--- src/rtl/pshs_pkg.sv ---
// Shared types, constants and the bucket hash for the pair sum hash search.
package pshs_pkg;

   localparam int DATA_W     = 32;
   localparam int BUCKETS    = 1024;               // power of two: the hash takes low bits
   localparam int MAX_ITEMS  = 4096;
   localparam int BUCKET_W   = $clog2(BUCKETS);
   localparam int SLOT_W     = $clog2(MAX_ITEMS);
   localparam int COUNT_W    = SLOT_W + 1;
   localparam int INDEX_W    = 12;
   localparam int HASH_SHIFT = 16;

   localparam int CSR_ADDR_W     = 2;
   localparam int CSR_DATA_W     = 32;
   localparam int CSR_TARGET_SUM = 0;

   typedef enum logic [1:0] {
      STATUS_FOUND    = 2'd0,
      STATUS_NONE     = 2'd1,
      STATUS_OVERFLOW = 2'd2
   } status_type;

   typedef enum logic [1:0] {
      ST_IDLE,
      ST_HEAD,
      ST_SLOT,
      ST_FIN
   } state_type;

   typedef struct packed {
      logic signed [DATA_W-1:0] value;
      logic                     last;
   } req_word_type;

   typedef struct packed {
      status_type         status;
      logic [INDEX_W-1:0] earlier_index;
      logic [INDEX_W-1:0] later_index;
   } rsp_word_type;

   typedef struct packed {
      logic [SLOT_W-1:0] next;
      logic [DATA_W-1:0] value;
   } slot_entry_type;

   function automatic logic [BUCKET_W-1:0] bucket_of(input logic [DATA_W-1:0] h);
      logic [DATA_W-1:0] folded;
      folded = h ^ (h >> HASH_SHIFT);
      return folded[BUCKET_W-1:0];
   endfunction

endpackage

--- src/rtl/pshs_csr.sv ---
// APB register block holding the target sum.
module pshs_csr (
   input  logic                              clock,
   input  logic                              reset,
   input  logic                              csr_psel,
   input  logic                              csr_penable,
   input  logic                              csr_pwrite,
   input  logic [pshs_pkg::CSR_ADDR_W-1:0]   csr_paddr,
   input  logic [pshs_pkg::CSR_DATA_W-1:0]   csr_pwdata,
   output logic [pshs_pkg::CSR_DATA_W-1:0]   csr_prdata,
   output logic                              csr_pready,
   output logic [pshs_pkg::DATA_W-1:0]       target_sum
);
   import pshs_pkg::*;

   logic [CSR_ADDR_W-1:0] reg_index;
   logic                  wr_target;
   logic [DATA_W-1:0]     target_ff;
   logic [DATA_W-1:0]     target_in;

   assign reg_index  = csr_paddr >> 2;
   assign wr_target  = csr_psel && csr_penable && csr_pwrite
                       && (reg_index == CSR_ADDR_W'(CSR_TARGET_SUM));
   assign target_in  = wr_target ? csr_pwdata[DATA_W-1:0] : target_ff;
   assign csr_pready = 1'b1;

   always_comb begin
      csr_prdata = '0;
      if (reg_index == CSR_ADDR_W'(CSR_TARGET_SUM)) begin
         csr_prdata = CSR_DATA_W'(target_ff);
      end
   end

   always_ff @(posedge clock) begin
      if (reset) begin
         target_ff <= '0;
      end else begin
         target_ff <= target_in;
      end
   end

   assign target_sum = target_ff;

endmodule

--- config.mk ---
export PLATFORM = sky130hd
export DESIGN_NAME = pshs_csr
export DESIGN_NICKNAME = d
export VERILOG_FILES = /design/src/rtl/pshs_pkg.sv /design/src/rtl/pshs_csr.sv
export SDC_FILE = /design/constraint.sdc
export NUM_CORES = 1
export LEC_CHECK = 0
export BUFFER_PORTS_ARGS = -buffer_cell sky130_fd_sc_hd__buf_2
export CORE_UTILIZATION = 35
export CTS_CLUSTER_DIAMETER = 80
export DETAILED_ROUTE_END_ITERATION = 10
export GPL_TIMING_DRIVEN = 0
export MAX_ROUTING_LAYER = met4
export PLACE_DENSITY = 0.72
export RECOVER_POWER = 50
export SLEW_MARGIN = 20
export SYNTH_ARGS = -nofsm -noshare
export SYNTH_HDL_FRONTEND = slang
export SYNTH_SLANG_ARGS = --single-unit
--- constraint.sdc ---
create_clock -name clock -period 1.05 [get_ports clock]
set_clock_uncertainty 0.05 [all_clocks]
set_input_delay 0.0525 -clock clock [delete_from_list [all_inputs] [get_ports clock]]
set_output_delay 0.0525 -clock clock [all_outputs]
set_load 0.005 [all_outputs]
==> impl_results.md, run 1 <==
- Final Critical Period: 982 ps
- R2R cell count: 2
- Vias: ~1.5k
- Critical Path AT: 880 ps
- Port bufs: 99
- H-tree depth: 2
- Met2 usage: 0.268
- Status: completed
- Pwr dens: 1130 nW/um2
- Maximum Capacitance Violations: 0
- CTS Root Cell: clkbuf_8
- Final core area utilization: 0.578
- Setup TNS: 0 ps
- YS warnings: 0
- Largest stage delay, worst path: roughly 380 ps
- CP Cell Sequence: buf_4 > buf_2
- Clk sinks: 32
- Drt drc: 0
- Final setup viols: 0
- Hold path cells: 3
- Dpl cells: 340
- Area delta synth->final: 58.8%
- Critical Path Start Type: flop
- Initial Utilization: 0.364
- Worst path slowest cell: dfxtp_1
- Number of global-route vias before repair: 1347
- Initial antenna violation count: 0
- Largest net degree at the start of global routing: 11
- Synthesized flop and latch total: 32
- Post-Syn Instances: 174
- Total track usage: 0.156
- Num rows: 25
- DRT Wirelength: 3.99 mm
- DRT iter0 DRCs: 37
- Core area: 4720 um2
- Die X: between 70 and 80 um
- First-pass GRT wire length: 5.98 mm
- Hpwl dp: about 2.7 mm
- CP Capture Type: output port
- Hold_ws: around 9.3 ps
- Max Root-Sink Buffers: 2
- Die Ht: 72.1 um
- Nets: 350
- PostCTS Resize Cnt: 0
- Sequential area share after synthesis: 0.373
- Fin cells: approximately 380
- Worst hold-check path type: input pin to flop
- CP max FO: 3
- Hold Fails Final Rpt: 0
- Lkg Pwr: approximately 1.4 nW
- Synthesized Nets: 213
- Max IR drop VDD: 0.709 mV
- CTS tree: done
- Distinct cells, synth: 10
- Post-route ant nets: 0
- Crit path required time: 950 ps
- Number of filler cells placed in the layout: 421
- Layout cells sized above 1: 0.452
- Worst-path clk slew: about 70 ps
- Die area: 5190 um2
- Met1 GRT Util: 0.173
- Synth Cell Area: roughly 1700 um2
- Design Area, Final: approximately 2700 um2
- F_max: between 1000 and 1500 MHz
- Gr busiest metal: met2
- Met3 Use GR: 0.0500
- IO Count: about 100
- Average wire per standard cell: between 10 and 15 um
- GPL Wtd Cong: 0.725
- Placed instance area: 2300 um2
- Syn Area/Cell: 9.87 um2
- Clock Latency Late Sink: 270 ps
- RSZ-0062 raised after global routing: no
- Slew Limit Fails: 0
- DR pass1 iterations: 4
- Largest register FFs: 32
- # diodes: 0
- Vias/cell: about 4.1
- Kind of critical path: flop to output port
- Overflow after GRT: 0
- Crit share post-route: 0.935
- CTS buffer count: 5
-- cell usage after synthesis (all sizes together) --
| cell | n | area share |
|---|---|---|
| dfxtp | 32 | 0.37 |
| and3 | 1 | 0.0036 |
| nand2b | 64 | 0.23 |
| conb | 1 | 0.0022 |
| mux2i | 32 | 0.19 |
| clkbuf | 6 | 0.013 |
| buf | 38 | 0.19 |
-- layer usage --
| layer | up-vias | share of wire | wire, um |
|---|---|---|---|
| li1 | 790 | - | - |
| met1 | 681 | 0.44 | 1750 |
| met3 | 2 | 0.059 | 235 |
| met4 | 0 | 0.0038 | 15 |
| met2 | 64 | 0.50 | 1990 |
| met5 | - | 0 | 0 |
-- kinds of logic after synthesis --
kind of cell,synth area share
flops,0.373
simple gates,0.237
mux,0.186
other cells,0.00218
buf+inv,0.202
-- layout make-up --
class | count | area [um2] | share of cell area
plain buffers | 44 | 345 | 0.127
clock buffers | 7 | 96.3 | 0.0353
clock inverters | 1 | 30.0 | 0.0110
multi-input cells | 98 | 731 | 0.268
flip-flops and latches | 32 | 641 | 0.235
well taps | 67 | 83.8 | 0.0307
repair buffers | 130 | 802 | 0.294
-- cell usage in the layout, fill, tap and decap left out, types with 3 or more instances in the layout --
master	instances
clkbuf_1	10
buf_4	33
dfxtp_1	32
buf_12	3
mux2i_1	32
clkbuf_8	7
buf_2	96
dlygate4sd3_1	31
nand2b_1	64
-- through the flow --
step,power (mW),worst slack (ps)
2_1_floorplan,1.55,284
3_3_place_gp,1.73,80.2
3_5_place_dp,1.73,60.2
4_1_cts,3.12,52.5
5_1_grt,3.23,24.5
6_report,3.08,68.0
-- critical path, delay by kind of cell, from the launching register on --
kind                   cells  cell delay [ps]
DFF                        1              380
buffers and inverters      2              220
-- path summary, 6_finish.rpt --
kind	from	endpoint	slack, ps
max	csr_prdata[20]$_SDFFE_PP0P_	target_sum[20]	70
min	csr_pwdata[16]	csr_prdata[16]$_SDFFE_PP0P_	9
max reg2reg	csr_prdata[31]$_SDFFE_PP0P_	csr_prdata[31]$_SDFFE_PP0P_	360
min reg2reg	csr_prdata[2]$_SDFFE_PP0P_	csr_prdata[2]$_SDFFE_PP0P_	430
-- repair_timing --
action | 4_1_cts | 5_1_grt
hold buffers | 31 | 0
hold endpoints to repair | 31 | 0
buffers inserted | 0 | 0
setup endpoints to repair | 0 | 0
-- report_power, final --
part	total (mW)	leakage, nW	switching, mW	internal, mW
sequential	1.29	0.260	0.0318	1.26
combinational	0.499	1.04	0.168	0.331
clock	1.29	0.0645	0.453	0.837
total	3.08	1.36	0.653	2.43
Note: power is estimated with default switching activity, not from simulation.
==> run 2, diff against run 1 <==
--- a/config.mk
+++ b/config.mk
@@ -6,12 +6,12 @@
 export NUM_CORES = 1
 export LEC_CHECK = 0
 export BUFFER_PORTS_ARGS = -buffer_cell sky130_fd_sc_hd__buf_2
-export CORE_UTILIZATION = 35
+export CORE_UTILIZATION = 46
 export CTS_CLUSTER_DIAMETER = 80
 export DETAILED_ROUTE_END_ITERATION = 10
 export GPL_TIMING_DRIVEN = 0
 export MAX_ROUTING_LAYER = met4
-export PLACE_DENSITY = 0.72
+export PLACE_DENSITY = 0.9
 export RECOVER_POWER = 50
 export SLEW_MARGIN = 20
 export SYNTH_ARGS = -nofsm -noshare
==> constraint.sdc (replaced) <==
create_clock -name clock -period 1.2 [get_ports clock]
set_clock_uncertainty 0.05 [all_clocks]
set_input_delay 0.06 -clock clock [delete_from_list [all_inputs] [get_ports clock]]
set_output_delay 0.06 -clock clock [all_outputs]
set_load 0.005 [all_outputs]
==> impl_results.md, run 2 (synthesis gave the netlist of run 1 again) <==
- Vias/cell: between 4 and 5
- Min-delay src: csr_pwdata[20]
- Critical Path Start Type: flop
- Slew Limit Fails: 0
- Overflow after GRT: 0
- Post-route ant nets: 0
- Fin cells: 348
- Initial antenna violation count: 0
- Port bufs: 99
- R2R cell count: 2
- CP Capture Type: output port
- # diodes: 0
- Layout cells sized above 1: 0.460
- Largest net degree at the start of global routing: 11
- Clock Latency Late Sink: approximately 270 ps
- RSZ-0062 raised after global routing: no
- DRT iter0 DRCs: 49
- Max Root-Sink Buffers: 2
- Total track usage: 0.210
- Final worst setup slack: 223 ps
- Nets: 340
- Largest register FFs: 32
- Drt drc: 0
- Kind of critical path: flop to output port
- Final setup viols: 0
- Design Area, Final: 2570 um2
- Setup TNS: 0 ps
- Critical Path AT: slightly below 900 ps
- Final core area utilization: 0.740
- Number of global-route vias before repair: around 1.3k
- PostCTS Resize Cnt: 0
- DR pass1 iterations: 4
- Setup WS pre-CTS: 246 ps
- First-pass GRT wire length: 6.27 mm
- Dpl cells: 319
- DRT Wirelength: around 3.9 mm
- Placed instance area: between 2000 and 2500 um2
- Most common cell after layout, fill and taps aside: buf_2
- Worst-path clk slew: 60 ps
- Overall power: 2.37 mW
- Die area: 3980 um2
- Commonest cells after routing, fill and taps aside: 96 x buf_2, 64 x nand2b_1, 33 x buf_4
- Core area: about 3500 um2
- Num rows: 21
- Die Ht: 63.1 um
- Hold_ws: -1.72 ps
- R2R Path Start: csr_prdata[2]$_SDFFE_PP0P_
- Hold Fails Final Rpt: 1
- Hpwl dp: 2.56 mm
- CTS buffer count: 5
- Maximum Capacitance Violations: 0
- Number of filler cells placed in the layout: around 290
- Max IR drop VDD: 0.720 mV
- CP max FO: 3
- Crit. Startpoint: csr_prdata[2]$_SDFFE_PP0P_
- Average wire per standard cell: between 10 and 15 um
- Clk sinks: 32
- Area delta synth->final: 49.4%
- CTS tree: done
- Initial Utilization: 0.495
- H-tree depth: 2
- Crit path required time: 1090 ps
- CP Capture Point: target_sum[2]
- Worst reg2reg endpoint: csr_prdata[2]$_SDFFE_PP0P_
- F_max: between 1000 and 1500 MHz
- Final Critical Period: 977 ps
- Die X: 63.1 um
- Worst hold-check path type: input pin to flop
- CTS Root Cell: clkbuf_8
- IO Count: ~100
- Vias: 1497
- Crit share post-route: 0.814
- GPL Wtd Cong: about 0.80
- Failing checks: negative hold slack
- Lkg Pwr: 1.30 nW
- Pwr dens: approximately 930 nW/um2
- Status: finished, violations left
- R2r setup slk: 510 ps
[run 2: how the worst min path moves through the flow]
stage	endpoint	slack, ps	cells after the start
global placement	csr_prdata[31]$_SDFFE_PP0P_	270	3
detailed placement	csr_prdata[17]$_SDFFE_PP0P_	280	3
global route	csr_prdata[3]$_SDFFE_PP0P_	3	3
finish	csr_prdata[20]$_SDFFE_PP0P_	-2	3
floorplan	csr_prdata[0]$_SDFFE_PP0P_	160	2
CTS	csr_prdata[20]$_SDFFE_PP0P_	0.5	3
[run 2: final cells by class]
class                      instances  area, um2  area share
multi-input combinational         98        731       0.285
tap                               46       57.6      0.0224
timing repair buffer             120        702       0.274
sequential                        32        641       0.250
clock buffer                       8       90.1      0.0351
buffer                            44        345       0.135
[run 2: critical path: stages (launching register included)]
cell	delay (ps)
dfxtp_1	380
buf_4	120
buf_2	90
[run 2: what timing repair did]
item | CTS | global route
setup buffers | 0 | 0
endpoints found under the hold margin | 21 | 0
hold buffers | 21 | 0
endpoints found under the setup margin | 0 | 0
[run 2: where the power goes]
group          switching [mW]  internal, mW  leakage (nW)
registers              0.0289          1.10         0.260
clock network           0.366         0.467        0.0455
logic                   0.143         0.268         0.996
[run 2: metal layers]
layer,global-route usage,vias up,part of all wire
met5,-,-,0
met4,0.0698,0,0.014
met3,0.0616,4,0.054
met2,0.362,61,0.53
met1,0.229,666,0.40
li1,-,766,-
==> run 3, diff against run 2 <==
--- a/config.mk
+++ b/config.mk
@@ -5,13 +5,14 @@
 export SDC_FILE = /design/constraint.sdc
 export NUM_CORES = 1
 export LEC_CHECK = 0
+export ABC_AREA = 1
 export BUFFER_PORTS_ARGS = -buffer_cell sky130_fd_sc_hd__buf_2
-export CORE_UTILIZATION = 46
+export CORE_UTILIZATION = 42
 export CTS_CLUSTER_DIAMETER = 80
 export DETAILED_ROUTE_END_ITERATION = 10
 export GPL_TIMING_DRIVEN = 0
 export MAX_ROUTING_LAYER = met4
-export PLACE_DENSITY = 0.9
+export PLACE_DENSITY = 0.85
 export RECOVER_POWER = 50
 export SLEW_MARGIN = 20
 export SYNTH_ARGS = -nofsm -noshare
==> constraint.sdc (replaced) <==
create_clock -name clock -period 1 [get_ports clock]
set_clock_uncertainty 0.05 [all_clocks]
set_input_delay 0.05 -clock clock [delete_from_list [all_inputs] [get_ports clock]]
set_output_delay 0.05 -clock clock [all_outputs]
set_load 0.005 [all_outputs]
==> impl_results.md, run 3 <==
- Status: completed
- Overflow after GRT: 0
- Synth Area in Adders: 0
- Total track usage: 0.217
- Number of filler cells placed in the layout: 277
- CP max FO: 3
- Post-Synth Simple-Gate Area: 0.316
- Layout cells sized above 1: 0.403
- F_max: 1040 MHz
- Maximum Capacitance Violations: 0
- Clk sinks: 32
- Kind of critical path: flop to output port
- Crit path required time: 900 ps
- Hold Fails Final Rpt: 0
- Syn Area/Cell: 6.65 um2
- Hold_ws: 8.13 ps
- First-pass GRT wire length: between 6 and 7 mm
- Vias: 1741
- Post-Syn Instances: between 200 and 250
- DR pass1 iterations: 4
- Distinct cells, synth: 10
- Top cells by area, synth: dfxtp_1 41%, buf_4 16%, nand2_1 15%
- H-tree depth: 2
- Nets: 415
- Average wire per standard cell: 9.68 um
- Clock Latency Late Sink: 270 ps
- DRT iter0 DRCs: 100
- Port bufs: 100
- Num rows: 21
- # diodes: 0
- Die Ht: 63.3 um
- Slew Limit Fails: 0
- Main combinational cell family by area after synthesis: simple AND/OR/NAND/NOR gates
- RSZ-0062 raised after global routing: no
- CTS buffer count: 5
- Drt drc: 0
- Setup TNS: 0 ps
- Sequential area share after synthesis: 0.406
- Synthesized flop and latch total: 32
- Final worst setup slack: 42.6 ps
- Core area: 3470 um2
- Vias/cell: 4.12
- Most common cell after layout, fill and taps aside: buf_2
- Critical Path AT: approximately 860 ps
- DRT Wirelength: between 4 and 5 mm
- Synth top cells by count: 64 x nand2_1, 64 x nor2_1, 33 x buf_4, 33 x inv_1, 32 x dfxtp_1
- Setup WS pre-CTS: between 30 and 40 ps
- Max IR drop VDD: 0.918 mV
- Final setup viols: 0
- Hpwl dp: ~2.5 mm
- Worst hold-check path type: input pin to flop
- Max Root-Sink Buffers: 2
- Die area: 4000 um2
- Area delta synth->final: 62.8%
- Die X: between 60 and 70 um
- Worst-path clk slew: approximately 70 ps
- Synth Cell Area: 1580 um2
- Initial antenna violation count: 0
- Lkg Pwr: 1.61 nW
- IO Count: between 100 and 150
- Post-route ant nets: 0
- GPL Wtd Cong: 0.721
- Primary FF master, synth: dfxtp_1
- Final Critical Period: 957 ps
- Commonest cells after routing, fill and taps aside: 104 x buf_2, 64 x nor2_1, 64 x nand2_1
- Largest register FFs: 32
- Largest net degree at the start of global routing: 11
- CP Capture Type: output port
- Critical Path Start Type: flop
- Synthesized Nets: between 200 and 300
- Initial Utilization: 0.455
- Final core area utilization: 0.740
- Number of flops mapped to enable cells by yosys: 0
- XOR/XNOR Fraction of Synth Area: 0
- Post-synth top area share: 0.406
- Number of global-route vias before repair: 1502
- YS warnings: 0
- Multi-input logic area: 502 um2
- Area leader, netlist: dfxtp_1
- Post-synthesis mux area share: 0
- Crit share post-route: 0.957
- Synth Area in Compound Gates: 0
- Register area: 646 um2
- CTS Root Cell: clkbuf_8
- CTS tree: done
- Asr flop ratio synth: 0
- Pwr dens: roughly 1200 nW/um2
run 3: cell count changes after synthesis:
cell / before / now
nand2_1: 0 / 64
nand2b_1: 64 / 0
nor2_1: 0 / 64
inv_1: 0 / 33
mux2i_1: 32 / 0
clkbuf_1: 6 / 1
buf_2: 1 / 5
buf_12: 3 / 0
buf_6: 1 / 3
and3_1: 1 / 0
nand3_4: 0 / 1
run 3: per-layer routing:
metal / share of wire / track usage
met1: 0.41 / 0.228
met2: 0.50 / 0.383
met3: 0.070 / 0.0598
met4: 0.015 / 0.0852
met5: 0 / -
run 3: where the power goes:
group	leakage, nW	internal (mW)	total, mW	switching [mW]
clock network	0.0552	0.739	1.20	0.457
registers	0.264	1.34	1.39	0.0497
logic	1.29	0.363	0.610	0.247
total	1.61	2.45	3.20	0.754
run 3: stage by stage:
stage          area, um2  std cells  total power, mW
5_1_grt             2570        423             3.38
4_1_cts             2560        423             3.22
3_5_place_dp        2130        383             1.92
3_3_place_gp        2130        383             1.91
2_1_floorplan       1580        237             1.69
6_report            2570        423             3.20
run 3: worst paths after layout:
kind	startpoint	end	slack (ps)	depth (start not counted)
worst min-delay path	reset	csr_prdata[29]$_SDFFE_PP0P_	8	4
worst min register to register	csr_prdata[30]$_SDFFE_PP0P_	csr_prdata[30]$_SDFFE_PP0P_	480	4
worst max-delay path	csr_prdata[22]$_SDFFE_PP0P_	target_sum[22]	40	2
worst max register to register	csr_prdata[25]$_SDFFE_PP0P_	csr_prdata[25]$_SDFFE_PP0P_	250	4
run 3: worst max-delay path, cell delays in order, from the launching register on:
cell and delay [ps]:
dfxtp_2 340, buf_4 130, buf_2 120
run 3: repair_timing:
action / in CTS / in global routing
gates resized for setup: 0 / 4
hold buffers: 32 / 0
buffers inserted: 0 / 0
hold endpoints to repair: 32 / 0
endpoints found under the setup margin: 0 / 4
run 3: area by class of cell:
type | instances | share of cell area
clock buffer | 6 | 0.0283
tap | 46 | 0.0224
buffer | 42 | 0.121
inverter | 33 | 0.0483
timing repair buffer | 132 | 0.319
sequential | 32 | 0.252
multi-input combinational | 130 | 0.196
clock inverter | 2 | 0.0137
run 3: cell families (layout without fill, tap and decap cells):
group         count (synthesis)  after routing
buf+inv                      75            215
simple gates                129            129
flops                        32             32
other cells                   1              1
